[config.mk]
export PLATFORM = sky130hd
export DESIGN_NAME = keyed_adjacency_matrix
export DESIGN_NICKNAME = d
export VERILOG_FILES = /design/src/rtl/kam_pkg.sv /design/src/rtl/keyed_adjacency_matrix.sv /design/src/rtl/kam_edge_rows.sv
export SDC_FILE = /design/constraint.sdc
export NUM_CORES = 1
export LEC_CHECK = 0
export BUFFER_PORTS_ARGS = -buffer_cell sky130_fd_sc_hd__buf_2
export CELL_PAD_IN_SITES_DETAIL_PLACEMENT = 0
export CELL_PAD_IN_SITES_GLOBAL_PLACEMENT = 2
export CORE_UTILIZATION = 49
export DETAILED_ROUTE_END_ITERATION = 12
export GPL_TIMING_DRIVEN = 0
export PLACE_DENSITY_LB_ADDON = 0.3
export SETUP_SLACK_MARGIN = 0.02
export SYNTH_ARGS = -nofsm -noshare
export SYNTH_HDL_FRONTEND = slang
export SYNTH_SLANG_ARGS = --single-unit
[constraint.sdc]
create_clock -name aclk -period 9.6 [get_ports aclk]
set_input_delay 1.92 -clock aclk [delete_from_list [all_inputs] [get_ports aclk]]
set_output_delay 1.92 -clock aclk [all_outputs]
set_load 0.005 [all_outputs]
[src/rtl/kam_pkg.sv]
// Shared types and constants of the keyed adjacency matrix.
// Holds field widths, opcode codes and the configuration reset value.
// No dependencies; every file of the block but kam_edge_rows imports it.
package kam_pkg;

    localparam int KEY_W       = 32;
    localparam int NBR_W       = 16;
    localparam int OP_W        = 2;
    localparam int CFG_W       = 5;
    localparam int MAX_RESULTS = 16;

    localparam logic [CFG_W-1:0] SIZE_RESET = 5'd16;

    localparam logic [OP_W-1:0] OP_ADD_KEY  = 2'd0;
    localparam logic [OP_W-1:0] OP_SORT     = 2'd1;
    localparam logic [OP_W-1:0] OP_ADD_EDGE = 2'd2;
    localparam logic [OP_W-1:0] OP_DUMP     = 2'd3;

    typedef logic signed [KEY_W-1:0] key_t;
    typedef logic [NBR_W-1:0]        nbr_t;

endpackage

[src/rtl/keyed_adjacency_matrix.sv]
// Keyed adjacency matrix: a directed graph store with a key table and an edge bit matrix.
// Each input transaction carries an opcode; only a dump produces output transactions,
// one per active row up to MAX_RESULTS. The key table is a synchronous memory read at most
// one slot per cycle through its single read port: add key writes the next free slot, add
// edge does a linear search of both keys in one pass, a sort scans and then swaps for each
// pass i = 0 to n - 2, and a dump reads each row and then outputs it, waiting out any output
// stall, where n is the active size. The edge matrix is zero after reset through per-row
// valid flags, so no clearing pass is needed; key slots hold nothing defined until an add
// key writes them.
module keyed_adjacency_matrix #(
    parameter int MAX_NODES = 16
) (
    input  logic                        aclk,
    input  logic                        aresetn,
    input  logic                        s_axis_tvalid,
    output logic                        s_axis_tready,
    input  logic [63:0]                 s_axis_tdata,  // key_a [31:0], key_b [63:32]
    input  logic [kam_pkg::OP_W-1:0]    s_axis_tuser,  // opcode [1:0]
    output logic                        m_axis_tvalid,
    input  logic                        m_axis_tready,
    output logic [47:0]                 m_axis_tdata,  // row_key [31:0], neighbors [47:32]
    output logic                        m_axis_tlast,
    input  logic                        cfg_valid,
    output logic                        cfg_ready,
    input  logic [kam_pkg::CFG_W-1:0]   cfg_data
);

    import kam_pkg::*;

    localparam int IDX_W = $clog2(MAX_NODES);
    localparam int CNT_W = $clog2(MAX_NODES + 1);

    localparam logic [2:0] ST_IDLE     = 3'd0;
    localparam logic [2:0] ST_SEARCH   = 3'd1;
    localparam logic [2:0] ST_SCAN     = 3'd2;
    localparam logic [2:0] ST_SWAP_HI  = 3'd3;
    localparam logic [2:0] ST_SWAP_LO  = 3'd4;
    localparam logic [2:0] ST_DUMP_RD  = 3'd5;
    localparam logic [2:0] ST_DUMP_OUT = 3'd6;

    key_t             key_mem [MAX_NODES];
    key_t             key_q_reg;
    logic             kr_en;
    logic [IDX_W-1:0] kr_addr;
    logic             kw_en;
    logic [IDX_W-1:0] kw_addr;
    key_t             kw_data;

    logic [2:0]       state_reg, state_next;
    logic [CFG_W-1:0] size_reg, size_next;
    logic [CNT_W-1:0] loaded_reg, loaded_next;
    logic [CNT_W-1:0] scan_reg, scan_next;
    logic [CNT_W-1:0] pass_reg, pass_next;
    logic             cmp_vld_reg, cmp_vld_next;
    logic [IDX_W-1:0] cmp_idx_reg, cmp_idx_next;
    logic             found_a_reg, found_a_next;
    logic             found_b_reg, found_b_next;
    logic [IDX_W-1:0] idx_a_reg, idx_a_next;
    logic [IDX_W-1:0] idx_b_reg, idx_b_next;
    key_t             key_a_reg, key_a_next;
    key_t             key_b_reg, key_b_next;
    key_t             best_val_reg, best_val_next;
    logic [IDX_W-1:0] best_idx_reg, best_idx_next;
    key_t             ival_reg, ival_next;
    logic             m_valid_reg, m_valid_next;
    key_t             m_key_reg, m_key_next;
    nbr_t             m_nbr_reg, m_nbr_next;
    logic             m_last_reg, m_last_next;

    logic [CNT_W-1:0]     n_act;
    logic [CNT_W-1:0]     rows;
    logic                 issue;
    logic                 er_en;
    logic                 set_en;
    logic [MAX_NODES-1:0] edge_row;
    logic [MAX_NODES-1:0] row_mask;
    nbr_t                 nbr_view;

    kam_edge_rows #(
        .MAX_NODES (MAX_NODES)
    ) u_edge_rows (
        .aclk    (aclk),
        .aresetn (aresetn),
        .rd_en   (er_en),
        .rd_addr (scan_reg[IDX_W-1:0]),
        .set_en  (set_en),
        .set_row (idx_a_reg),
        .set_col (idx_b_reg),
        .rd_row  (edge_row)
    );

    always_comb begin
        if (size_reg == '0) begin
            n_act = CNT_W'(1);
        end else if (int'(size_reg) > MAX_NODES) begin
            n_act = CNT_W'(MAX_NODES);
        end else begin
            n_act = CNT_W'(size_reg);
        end
        if (int'(n_act) < MAX_RESULTS) begin
            rows = n_act;
        end else begin
            rows = CNT_W'(MAX_RESULTS);
        end
        for (int k = 0; k < MAX_NODES; k++) begin
            row_mask[k] = (k < int'(n_act));
        end
        for (int k = 0; k < NBR_W; k++) begin
            if (k < MAX_NODES) begin
                nbr_view[k] = edge_row[k] & row_mask[k];
            end else begin
                nbr_view[k] = 1'b0;
            end
        end
    end

    assign issue         = (scan_reg < n_act);
    assign s_axis_tready = (state_reg == ST_IDLE);
    assign cfg_ready     = 1'b1;
    assign m_axis_tvalid = m_valid_reg;
    assign m_axis_tdata  = {m_nbr_reg, m_key_reg};
    assign m_axis_tlast  = m_last_reg;

    always_comb begin
        state_next    = state_reg;
        size_next     = size_reg;
        loaded_next   = loaded_reg;
        scan_next     = scan_reg;
        pass_next     = pass_reg;
        cmp_vld_next  = 1'b0;
        cmp_idx_next  = scan_reg[IDX_W-1:0];
        found_a_next  = found_a_reg;
        found_b_next  = found_b_reg;
        idx_a_next    = idx_a_reg;
        idx_b_next    = idx_b_reg;
        key_a_next    = key_a_reg;
        key_b_next    = key_b_reg;
        best_val_next = best_val_reg;
        best_idx_next = best_idx_reg;
        ival_next     = ival_reg;
        m_valid_next  = m_valid_reg & ~m_axis_tready;
        m_key_next    = m_key_reg;
        m_nbr_next    = m_nbr_reg;
        m_last_next   = m_last_reg;
        kr_en         = 1'b0;
        kr_addr       = scan_reg[IDX_W-1:0];
        kw_en         = 1'b0;
        kw_addr       = loaded_reg[IDX_W-1:0];
        kw_data       = s_axis_tdata[31:0];
        er_en         = 1'b0;
        set_en        = 1'b0;

        if (cfg_valid) begin
            size_next = cfg_data;
        end

        case (state_reg)
            ST_IDLE: begin
                if (s_axis_tvalid) begin
                    key_a_next   = s_axis_tdata[31:0];
                    key_b_next   = s_axis_tdata[63:32];
                    found_a_next = 1'b0;
                    found_b_next = 1'b0;
                    scan_next    = '0;
                    pass_next    = '0;
                    case (s_axis_tuser)
                        OP_ADD_KEY: begin
                            if (loaded_reg < n_act) begin
                                kw_en       = 1'b1;
                                loaded_next = loaded_reg + CNT_W'(1);
                            end
                        end
                        OP_SORT: begin
                            if (n_act > CNT_W'(1)) begin
                                state_next = ST_SCAN;
                            end
                        end
                        OP_ADD_EDGE: begin
                            state_next = ST_SEARCH;
                        end
                        default: begin
                            state_next = ST_DUMP_RD;
                        end
                    endcase
                end
            end
            ST_SEARCH: begin
                kr_en        = issue;
                cmp_vld_next = issue;
                if (issue) begin
                    scan_next = scan_reg + CNT_W'(1);
                end
                if (cmp_vld_reg) begin
                    if (!found_a_reg && key_q_reg == key_a_reg) begin
                        found_a_next = 1'b1;
                        idx_a_next   = cmp_idx_reg;
                    end
                    if (!found_b_reg && key_q_reg == key_b_reg) begin
                        found_b_next = 1'b1;
                        idx_b_next   = cmp_idx_reg;
                    end
                end
                if (!issue && !cmp_vld_reg) begin
                    set_en     = found_a_reg & found_b_reg;
                    state_next = ST_IDLE;
                end
            end
            ST_SCAN: begin
                kr_en        = issue;
                cmp_vld_next = issue;
                if (issue) begin
                    scan_next = scan_reg + CNT_W'(1);
                end
                if (cmp_vld_reg) begin
                    if (cmp_idx_reg == pass_reg[IDX_W-1:0]) begin
                        best_val_next = key_q_reg;
                        best_idx_next = cmp_idx_reg;
                        ival_next     = key_q_reg;
                    end else if (best_val_reg > key_q_reg) begin
                        best_val_next = key_q_reg;
                        best_idx_next = cmp_idx_reg;
                    end
                end
                if (!issue && !cmp_vld_reg) begin
                    state_next = ST_SWAP_HI;
                end
            end
            ST_SWAP_HI: begin
                kw_en      = 1'b1;
                kw_addr    = best_idx_reg;
                kw_data    = ival_reg;
                state_next = ST_SWAP_LO;
            end
            ST_SWAP_LO: begin
                kw_en     = 1'b1;
                kw_addr   = pass_reg[IDX_W-1:0];
                kw_data   = best_val_reg;
                pass_next = pass_reg + CNT_W'(1);
                scan_next = pass_reg + CNT_W'(1);
                if ((CNT_W+1)'(pass_reg) + (CNT_W+1)'(2) < (CNT_W+1)'(n_act)) begin
                    state_next = ST_SCAN;
                end else begin
                    state_next = ST_IDLE;
                end
            end
            ST_DUMP_RD: begin
                if (!m_valid_reg || m_axis_tready) begin
                    kr_en      = 1'b1;
                    er_en      = 1'b1;
                    state_next = ST_DUMP_OUT;
                end
            end
            ST_DUMP_OUT: begin
                m_valid_next = 1'b1;
                m_key_next   = key_q_reg;
                m_nbr_next   = nbr_view;
                m_last_next  = (scan_reg + CNT_W'(1) == rows);
                scan_next    = scan_reg + CNT_W'(1);
                if (scan_reg + CNT_W'(1) == rows) begin
                    state_next = ST_IDLE;
                end else begin
                    state_next = ST_DUMP_RD;
                end
            end
            default: begin
                state_next = ST_IDLE;
            end
        endcase
    end

    always_ff @(posedge aclk) begin
        if (kr_en) begin
            key_q_reg <= key_mem[kr_addr];
        end
        if (kw_en) begin
            key_mem[kw_addr] <= kw_data;
        end
    end

    always_ff @(posedge aclk) begin
        scan_reg     <= scan_next;
        pass_reg     <= pass_next;
        cmp_idx_reg  <= cmp_idx_next;
        idx_a_reg    <= idx_a_next;
        idx_b_reg    <= idx_b_next;
        key_a_reg    <= key_a_next;
        key_b_reg    <= key_b_next;
        best_val_reg <= best_val_next;
        best_idx_reg <= best_idx_next;
        ival_reg     <= ival_next;
        m_key_reg    <= m_key_next;
        m_nbr_reg    <= m_nbr_next;
        m_last_reg   <= m_last_next;
    end

    always_ff @(posedge aclk) begin
        if (!aresetn) begin
            state_reg   <= ST_IDLE;
            size_reg    <= SIZE_RESET;
            loaded_reg  <= '0;
            cmp_vld_reg <= 1'b0;
            found_a_reg <= 1'b0;
            found_b_reg <= 1'b0;
            m_valid_reg <= 1'b0;
        end else begin
            state_reg   <= state_next;
            size_reg    <= size_next;
            loaded_reg  <= loaded_next;
            cmp_vld_reg <= cmp_vld_next;
            found_a_reg <= found_a_next;
            found_b_reg <= found_b_next;
            m_valid_reg <= m_valid_next;
        end
    end

endmodule

[src/rtl/kam_edge_rows.sv]
// Edge matrix storage: one row of neighbor bits per slot, in a synchronous memory.
// Per-row valid flags make unwritten rows read as zero after reset.
// Depends on nothing but its parameter; instantiated by keyed_adjacency_matrix.
module kam_edge_rows #(
    parameter int MAX_NODES = 16
) (
    input  logic                         aclk,
    input  logic                         aresetn,
    input  logic                         rd_en,
    input  logic [$clog2(MAX_NODES)-1:0] rd_addr,
    input  logic                         set_en,
    input  logic [$clog2(MAX_NODES)-1:0] set_row,
    input  logic [$clog2(MAX_NODES)-1:0] set_col,
    output logic [MAX_NODES-1:0]         rd_row
);

    localparam int IDX_W = $clog2(MAX_NODES);

    logic [MAX_NODES-1:0] row_mem [MAX_NODES];
    logic [MAX_NODES-1:0] row_vld_reg;
    logic [MAX_NODES-1:0] row_vld_next;
    logic [MAX_NODES-1:0] q_reg;
    logic                 qv_reg;
    logic                 pend_reg;
    logic [IDX_W-1:0]     pend_row_reg;
    logic [IDX_W-1:0]     pend_col_reg;
    logic [IDX_W-1:0]     mem_addr;
    logic                 mem_en;
    logic [MAX_NODES-1:0] row_now;
    logic [MAX_NODES-1:0] wr_row;

    // A set is a read-modify-write: the row is read now and written back next cycle.
    assign mem_addr = set_en ? set_row : rd_addr;
    assign mem_en   = set_en | rd_en;
    assign row_now  = qv_reg ? q_reg : '0;
    assign rd_row   = row_now;

    always_comb begin
        wr_row               = row_now;
        wr_row[pend_col_reg] = 1'b1;
        row_vld_next         = row_vld_reg;
        if (pend_reg) begin
            row_vld_next[pend_row_reg] = 1'b1;
        end
    end

    always_ff @(posedge aclk) begin
        if (mem_en) begin
            q_reg  <= row_mem[mem_addr];
            qv_reg <= row_vld_reg[mem_addr];
        end
        if (pend_reg) begin
            row_mem[pend_row_reg] <= wr_row;
        end
        pend_row_reg <= set_row;
        pend_col_reg <= set_col;
    end

    always_ff @(posedge aclk) begin
        if (!aresetn) begin
            row_vld_reg <= '0;
            pend_reg    <= 1'b0;
        end else begin
            row_vld_reg <= row_vld_next;
            pend_reg    <= set_en;
        end
    end

endmodule

# Word-level counts from Yosys, hierarchy flattened

Memory sizes are Yosys's and may differ from the RTL's. A register that Yosys moved wholly into a read port is not among the register bits.
Cells that the tools add are included.

Add/sub/neg operators: 4
Order comparisons: 28
Equal/unequal tests: 22
Multiplexer cells: 51
Bitwise gates (word level): 22
Reduce and logical (&&, ||, !) cells: 32

Operator list:

| operator                                                                      | number |
|---|---|
| 32-bit == test                                                                | 2 |
| 32-bit two-way mux                                                            | 2 |
| 32-bit case mux with 2 select lines                                           | 1 |
| 4-bit by 5-bit less-than comparator with 1-bit output (first input constant)  | 8 |
| 32-bit > comparator                                                           | 1 |
| 16-bit OR                                                                     | 2 |
| 5-bit two-way mux                                                             | 5 |
| 3-bit case mux with 7 select lines                                            | 1 |
| 3-bit by 5-bit less-than comparator with 1-bit output (first input constant)  | 4 |
| 1-bit two-way mux                                                             | 20 |
| 5-bit case mux with 4 select lines                                            | 1 |
| 1-bit bitwise AND                                                             | 18 |
| 3-bit two-way mux                                                             | 6 |
| 16-bit two-way mux                                                            | 1 |
| 2-bit != test (second input constant)                                         | 8 |
| 5-bit by 1-bit adder with 5-bit output (second input constant)                | 3 |
| 4-bit by 5-bit less-than comparator with 1-bit output (second input constant) | 3 |
| 3-bit AND reduction                                                           | 5 |
| 4-bit two-way mux                                                             | 3 |
| 4-bit AND reduction                                                           | 3 |
| 1-bit by 5-bit less-than comparator with 1-bit output (first input constant)  | 2 |
| 2-bit by 5-bit less-than comparator with 1-bit output (first input constant)  | 2 |
| 5-bit less-than comparator                                                    | 2 |
| 5-bit case mux with 2 select lines                                            | 1 |
| 34 further kinds                                                              | 55 |

Bits in registers: 246
RAM bits: 768
Bits of input ports: 76
Output and inout port bits: 52
Logic and storage cells: 186
Memories kept: 2

Memory list:

| name                | depth | bits a word | rd ports | clocked after memory_dff | wr ports | RTL line                     | text |
|---|---|---|---|---|---|---|---|
| key_mem             | 16    | 32          | 1        | 1                        | 1        | keyed_adjacency_matrix.sv:41 | `key_t key_mem [MAX_NODES];` |
| u_edge_rows.row_mem | 16    | 16          | 1        | 1                        | 1        | kam_edge_rows.sv:19          | `logic [MAX_NODES-1:0] row_mem [MAX_NODES];` |

# Logic depth before layout (Yosys ltp)

Gate-level depths: netlist (run 1).

Word-level depth: 11
Gate-level depth with buffers: 15
Gate-level depth less buffers: 10

# By module

From an unflattened synthesis (run 1), not the netlist that was laid out.

Cells, all modules: 2452
Area total of the unflattened synthesis: 42164.2 sq um

Modules (own cells, without submodules):

| module                 | instances | cells an instance | area each (sq um) |
|---|---|---|---|
| keyed_adjacency_matrix | 1         | 1806              | 30722.0 |
| kam_edge_rows          | 1         | 646               | 11442.2 |

# Worst setup path before layout (run 1)

OpenSTA, ideal clock, no wires.

Path kind: reg2reg
Start: reg size_reg[4]
End: reg key_q_reg[0], read port of key_mem, enable pin
Data arrival time: 4841 ps
Slack: 4290 ps
Stages on the path, launching flop included: 12
Buffers on the path: 5
Clock period less this slack: 5310 ps
Path through: dfxtp_1 buf_2 inv_1 clkbuf_1 nand2_1 ha_1 and4_1 a2111o_1 buf_4 buf_2 buf_1 o31ai_1

Cells in the longest elaborated chain, start to end: 5
Elaborated cells between the ends (all ways): 6
Those cells by class: 2 x order compare; 3 x mux; 1 x reduce/logical

Ends and longest elaborated chain:

| what                                   | RTL line                      | text |
|---|---|---|
| start: declaration                     | keyed_adjacency_matrix.sv:50  | `logic [CFG_W-1:0] size_reg, size_next;` |
| start signal: assignment               | keyed_adjacency_matrix.sv:307 | `size_reg <= size_next;` |
| 5-bit > comparator                     | keyed_adjacency_matrix.sv:95  | `end else if (int'(size_reg) > MAX_NODES) begin` |
| 5-bit two-way mux                      | keyed_adjacency_matrix.sv:95  |  |
| 5-bit two-way mux (*)                  | keyed_adjacency_matrix.sv:93  | `if (size_reg == '0) begin` |
| 5-bit less-than comparator (*)         | keyed_adjacency_matrix.sv:117 | `assign issue = (scan_reg < n_act);` |
| 1-bit case mux with 2 select lines (*) | keyed_adjacency_matrix.sv:157 | `case (state_reg)` |
| via kr_en                              | keyed_adjacency_matrix.sv:43  | `logic kr_en;` |
| end: declaration                       | keyed_adjacency_matrix.sv:42  | `key_t key_q_reg;` |

The timed path passes the listed nets; every way through them passes the cells marked *.
A chain may end at the register's enable or synchronous reset.

# Final worst setup path (run 1)

Start: reg size_reg[4]
End: reg u_edge_rows.q_reg[11], read port of u_edge_rows.row_mem, data pin

Cells in the longest elaborated chain, start to end: 9
Elaborated cells between the ends (all ways): 11
Those cells by class: 2 x order compare; 5 x mux; 1 x bitwise; 3 x reduce/logical

Ends and longest elaborated chain:

| what                                          | RTL line                                 | text |
|---|---|---|
| 5-bit > comparator                            | keyed_adjacency_matrix.sv:95             |  |
| 5-bit two-way mux                             | keyed_adjacency_matrix.sv:95             |  |
| 5-bit two-way mux (*)                         | keyed_adjacency_matrix.sv:93             |  |
| 5-bit less-than comparator (*)                | keyed_adjacency_matrix.sv:117            |  |
| 1-bit zero test (*)                           | keyed_adjacency_matrix.sv:203            | `if (!issue && !cmp_vld_reg) begin` |
| 1-bit logical AND (*)                         | keyed_adjacency_matrix.sv:203            |  |
| 1-bit two-way mux (*)                         | keyed_adjacency_matrix.sv:203            |  |
| 1-bit two-way mux (*)                         | keyed_adjacency_matrix.sv:157            |  |
| 4-bit two-way mux or 1-bit OR (tied branches) | kam_edge_rows.sv:33, kam_edge_rows.sv:34 |  |
| end: declaration                              | kam_edge_rows.sv:22                      | `logic [MAX_NODES-1:0] q_reg;` |

Every way passes the cells marked *; elsewhere a longest branch is shown, timed or not.

==> results.py, run 1 <==
metrics = {
    "floorplan": {
        "rows": 112,
        "dieHeight_um": 309,
        "die-area_sq_um": 95300,
        "die_w_um": 309,
        "start_util": 0.494,
        "pin_count": 128,
        "core_sq_um": 93300,
    },
    "detailed_routing": {
        "viasPerCell": 6.34,
        "num_vias": 30900,
        "routed_wl_um": 146000,
        "drt_iter0_markers": 3648,
        "detail-route-antenna-nets": 0,
        "firstDrtPassIters": 6,
        "routedWlPerCell_um": 30.0,
        "drc_errors": 0,
    },
    "clock_tree": {
        "cts_resized": 0,
        "htree_levels": 3,
        "cts_tree": "done",
        "cts_sinks": 1062,
        "path_clk_slew_ns": 0.06,
        "postCtsHoldBufs": 0,
        "cts_made_buffers": 109,
        "root_buffer": "clkbuf_16",
        "post-cts-setup-buffers": 0,
        "clk-insertion-delay-late_ns": 0.71,
        "cts_buffer_depth": 3,
    },
    "synthesis": {
        "synth_cell_type_count": 62,
        "synth_ff_type": "edfxtp_1",
        "syn_avg_cell_area_sq_um": 14.3,
        "syn-cell-area_sq_um": 46100,
        "syn-num-nets": 3362,
        "synthCells": 3235,
        "ys_seq_area_frac": 0.682,
        "ys_warn_count": 0,
        "synth-seq-cells": 1062,
        "async_flop_share": 0,
        "synth_enable_flop_cells": 1016,
    },
    "min_path": {
        "min_from": "idx_b_reg[3]",
        "hp-class": "flop to flop",
    },
    "cells_and_area": {
        "largest_reg_flops": 512,
        "multi_input_area_sq_um": 13800,
        "nFillCells": 7459,
        "top_register": "key_mem",
        "nNetsFinal": 3650,
        "syn_to_final_growth_pct": 14.7,
        "reg_top3": "key_mem x512, u_edge_rows.row_mem x256",
        "final_layout_size_suffix_gt1_frac": 0.138,
        "register_area_sq_um": 31400,
        "fin_cells": 4870,
    },
    "power_and_ir_drop": {
        "vdd_drop_max_mv": 0.174,
        "p_total_w": 0.0148,
        "p_per_area_nw_per_um2": 279,
        "power.leakage_nw": 17.4,
    },
    "placed_design": {
        "gp_congestion": 1.09,
        "port_buffers": 125,
        "dp_cells": 4666,
        "place_ws_ns": 4.01,
        "hpwl_um": 105000,
    },
    "global_route": {
        "grt_max_degree": 65,
        "grt_first_pass_wirelength_um": 209000,
        "grt_pass1_vias": 29800,
        "grt.total_usage": 0.307,
        "antenna_found_initial": 5,
        "grt-ovfl-total": 0,
    },
    "sta": {
        "drv_slew": 0,
        "slew_headroom": 0.0464,
        "final.setup.worst_slack_ns": 4.08,
        "hold_viol": 0,
        "fin_skew_ns": 0.0348,
        "tightest_slew_ns": 1.42,
        "fin_setup_tns_ns": 0,
        "max_freq_mhz": 181,
        "fin_crit_sh": 0.575,
        "min_period_ns": 5.52,
        "rsz0062_at_grt": "false",
        "setup_viol": 0,
    },
    "status": {
        "outcome": "finished clean",
    },
    "critical_path": {
        "r2r-start": "size_reg[4]",
        "critPathCaptureType": "flop",
        "crit_type": "flop to flop",
        "start_kind": "flop",
        "worst_ep_arrival_time_ns": 5.91,
        "cp.required_ns": 9.98,
        "path_max_fanout": 11,
        "crit_start": "size_reg[4]",
    },
    "job": {
        "cap_violations": 0,
    },
}
-- cells by family after synthesis --
kind of cell / Yosys count / synth area share
flip-flops: 1062 / 0.682
buffers and inverters: 283 / 0.0244
multiplexers: 197 / 0.0601
other: 1 / 0.0000813
adder cells (fa/ha/maj): 51 / 0.0138
AND/OR/NAND/NOR: 789 / 0.0863
AO/OA/AOI/OAI: 774 / 0.119
XOR/XNOR: 78 / 0.0148
-- stage by stage --
step / hold WS, ns / util / cell area, sq um
2_1_floorplan: 0.323 / - / 46100
3_3_place_gp: 0.334 / 0.518 / 48300
3_5_place_dp: 0.327 / 0.530 / 49500
4_1_cts: 0.341 / 0.567 / 52900
5_1_grt: 0.355 / 0.567 / 52900
6_report: 0.340 / 0.567 / 52900
-- power by group --
group	switching, W	internal [W]	leakage (nW)
logic	0.00319	0.00141	6.14
registers	0.000350	0.00572	9.61
clock network	0.00179	0.00231	1.68
-- worst max-delay path, stage by stage, from the launching register on --
cell and delay (ns):
dfxtp_1 0.29, buf_2 0.17, inv_1 0.11, clkbuf_1 0.46
nand2_1 0.27, ha_1 0.38, and4_1 0.27, a2111o_1 0.16
buf_4 0.20, nand2_1 0.36, buf_2 0.38, buf_1 0.31
a311oi_1 0.75, o22ai_1 0.37, or4_1 0.72
-- cells in the final DEF (no fill, tap or decap), types with 16 or more instances in the layout --
cell       count
nor2_1        74
buf_8         28
nand2_1      285
clkinv_1      29
nor2_4        17
a22oi_1       63
a221oi_1      64
o22ai_1       73
edfxtp_1    1016
nor4_1        18
o21ai_2       16
buf_2        156
dfxtp_1       46
nand2b_1     284
buf_1         29
inv_1         46
o21ai_0       49
clkbuf_16    111
a21oi_1      171
or4_1         18
ha_1          51
nand3_1       19
clkbuf_1     191
a211oi_1     141
mux4_2        64
nand4_1       18
a311oi_1     137
mux2i_1      133
clkinv_2      23
xor2_1        65
-- cells in the mapped netlist, drive strengths merged, types with 19 or more instances --
master	n	area (sq um)
edfxtp	1016	30500
nand2	285	1070
nand2b	284	1780
a21oi	173	873
clkbuf	170	638
a211oi	141	1060
a311oi	137	1200
mux2i	133	1330
nor2	103	389
o22ai	73	457
o21ai	65	329
xor2	65	569
a221oi	64	561
buf	64	302
mux4	64	1440
a22oi	63	473
ha	51	638
inv	49	184
dfxtp	46	921
nand3	19	95.1
-- area by class of cell --
cell class | count | area share
antenna | 1 | 0.0000473
clock buffer | 133 | 0.0541
clock inverter | 70 | 0.0111
tap | 1254 | 0.0297
timing repair buffer | 177 | 0.0287
multi-input combinational | 1890 | 0.261
sequential | 1062 | 0.594
inverter | 49 | 0.00352
buffer | 234 | 0.0178
-- routing by layer --
layer / GRT usage / part of all wire / wire (um) / up-vias
met5: 0 / 0.000089 / 13 / -
met1: 0.416 / 0.40 / 59000 / 15700
met3: 0.0500 / 0.077 / 11200 / 296
met4: 0.124 / 0.042 / 6090 / 2
met2: 0.497 / 0.48 / 69500 / 1545
li1: - / - / - / 13300
-- path summary, 6_finish.rpt --
| kind | slack [ns] | end | cells after the start |
|---|---|---|---|
| worst max-delay path | 4.08 | u_edge_rows.q_reg[11] | 14 |
| worst min-delay path | 0.34 | u_edge_rows.pend_col_reg[3] | 0 |
| worst max register to register | 4.08 | u_edge_rows.q_reg[11] | 14 |
| worst min register to register | 0.34 | u_edge_rows.pend_col_reg[3] | 0 |
Power figures use the tool's default switching activity.
==> inputs of run 2 (changes only) <==
--- a/config.mk
+++ b/config.mk
@@ -8,7 +8,7 @@
 export BUFFER_PORTS_ARGS = -buffer_cell sky130_fd_sc_hd__buf_2
 export CELL_PAD_IN_SITES_DETAIL_PLACEMENT = 0
 export CELL_PAD_IN_SITES_GLOBAL_PLACEMENT = 2
-export CORE_UTILIZATION = 49
+export CORE_UTILIZATION = 46
 export DETAILED_ROUTE_END_ITERATION = 12
 export GPL_TIMING_DRIVEN = 0
 export PLACE_DENSITY_LB_ADDON = 0.3
==> constraint.sdc (replaced) <==
create_clock -name aclk -period 5.4 [get_ports aclk]
set_input_delay 1.08 -clock aclk [delete_from_list [all_inputs] [get_ports aclk]]
set_output_delay 1.08 -clock aclk [all_outputs]
set_load 0.005 [all_outputs]
==> results.py, run 2 (synthesis results as in run 1) <==
metrics = {
    "status": {
        "outcome": "finished, violations left",
        "violations": "capacitance limit",
    },
    "cells_and_area": {
        "syn_to_final_growth_pct": 15.5,
        "multi_input_area_sq_um": 13800,
        "nFillCells": 7996,
        "final_common_cell": "edfxtp_1",
        "utilization": 0.539,
        "fin_cells": 4913,
        "reg_top3": "key_mem x512, u_edge_rows.row_mem x256",
        "nNetsFinal": 3660,
        "mostFrequentLayoutCells": "1,016 x edfxtp_1, 285 x nand2_1, 284 x nand2b_1",
        "top_register": "key_mem",
        "final_layout_size_suffix_gt1_frac": 0.142,
        "register_area_sq_um": 31400,
        "largest_reg_flops": 512,
    },
    "power_and_ir_drop": {
        "p_total_w": 0.0264,
        "vdd_drop_max_mv": 0.321,
        "power.leakage_nw": 17.6,
        "p_per_area_nw_per_um2": 495,
    },
    "critical_path": {
        "start_kind": "flop",
        "worst_ep_arrival_time_ns": 5.50,
        "cp.required_ns": 5.80,
        "crit_type": "flop to flop",
        "critPathCaptureType": "flop",
        "path_max_fanout": 10,
    },
    "sta": {
        "hold_slack_ns": 0.355,
        "fin_setup_tns_ns": 0,
        "min_period_ns": 5.10,
        "rsz0062_at_grt": "false",
        "fin_crit_sh": 0.944,
        "drv_slew": 0,
        "setup_viol": 0,
        "fin_skew_ns": 0.0646,
        "slew_headroom": 0.0167,
        "tightest_slew_ns": 1.47,
        "hold_viol": 0,
        "max_freq_mhz": 196,
    },
    "detailed_routing": {
        "firstDrtPassIters": 6,
        "num_vias": 30800,
        "drt_iter0_markers": 3716,
        "drc_errors": 0,
        "viasPerCell": 6.28,
        "routedWlPerCell_um": 30.4,
        "routed_wl_um": 149000,
        "detail-route-antenna-nets": 0,
    },
    "global_route": {
        "grt.total_usage": 0.289,
        "grt-ovfl-total": 0,
        "grt_max_degree": 65,
        "grt_first_pass_wirelength_um": 210000,
        "antenna_found_initial": 6,
        "grt_pass1_vias": 29600,
    },
    "clock_tree": {
        "cts_buffer_depth": 3,
        "clk-insertion-delay-late_ns": 0.74,
        "root_buffer": "clkbuf_16",
        "htree_levels": 3,
        "cts_tree": "done",
        "cts_made_buffers": 108,
        "path_clk_slew_ns": 0.07,
        "cts_sinks": 1062,
        "postCtsHoldBufs": 0,
    },
    "floorplan": {
        "start_util": 0.466,
        "pin_count": 128,
        "dieHeight_um": 319,
        "die-area_sq_um": 102000,
        "die_w_um": 319,
        "core_sq_um": 98900,
        "rows": 115,
    },
    "placed_design": {
        "port_buffers": 125,
        "dp_cells": 4698,
        "gp_congestion": 0.943,
        "hpwl_um": 108000,
    },
    "job": {
        "cap_violations": 1,
    },
    "min_path": {
        "hp-class": "flop to flop",
    },
}
## run 2: per-layer routing
layer | global-route usage | vias up | part of all wire
met5 | 0 | - | 0.000080
met4 | 0.0932 | 2 | 0.032
met3 | 0.0460 | 241 | 0.089
met2 | 0.453 | 1617 | 0.46
met1 | 0.414 | 15700 | 0.42
li1 | - | 13300 | -
## run 2: final cells by class
class / instances / area share
Sequential cell: 1062 / 0.590
Inverter: 49 / 0.00350
Multi-Input combinational cell: 1890 / 0.260
Buffer: 234 / 0.0177
Antenna cell: 4 / 0.000188
Timing Repair Buffer: 188 / 0.0329
Clock buffer: 134 / 0.0533
Clock inverter: 65 / 0.0124
Tap cell: 1287 / 0.0302
## run 2: power breakdown
group	switching [W]	total, W	internal (W)
Clock	0.00321	0.00739	0.00418
Combinational	0.00574	0.00823	0.00250
Sequential	0.000593	0.0108	0.0102
Total	0.00954	0.0264	0.0168
## run 2: what timing repair did
action / 4_1_cts / 5_1_grt
pin swaps: 0 / 9
setup endpoints to repair: 169 / 361
resized for setup: 1 / 5
setup buffers: 0 / 12
## run 2: path summary, 6_finish.rpt
kind	startpoint	to	slack, ns	cells after the start
worst max-delay path	size_reg[2]	u_edge_rows.q_reg[12]	0.30	13
worst min-delay path	idx_b_reg[2]	u_edge_rows.pend_col_reg[2]	0.36	0
worst max register to register	size_reg[2]	u_edge_rows.q_reg[12]	0.30	13
worst min register to register	idx_b_reg[2]	u_edge_rows.pend_col_reg[2]	0.36	0
## run 2: per-stage QoR
| stage | setup WS (ns) | area [sq um] |
|---|---|---|
| after floorplan | 0.0898 | 46100 |
| final | 0.303 | 53300 |
| after global routing | 0.257 | 53300 |
| after global placement | -2.33 | 48300 |
| after detailed placement | -0.195 | 49500 |
| after CTS | 0.0379 | 53000 |
## run 2: worst max-delay path, cell delays in order (launching register included)
cell and delay [ns]:
dfxtp_1 0.30, buf_2 0.20, clkbuf_1 0.40, nand2_1 0.24, ha_1 0.36, and4_1 0.26
a2111o_1 0.15, buf_4 0.20, nand2_1 0.28, buf_2 0.40, buf_1 0.32, a311oi_1 0.63
o22ai_1 0.34, or4_1 0.69
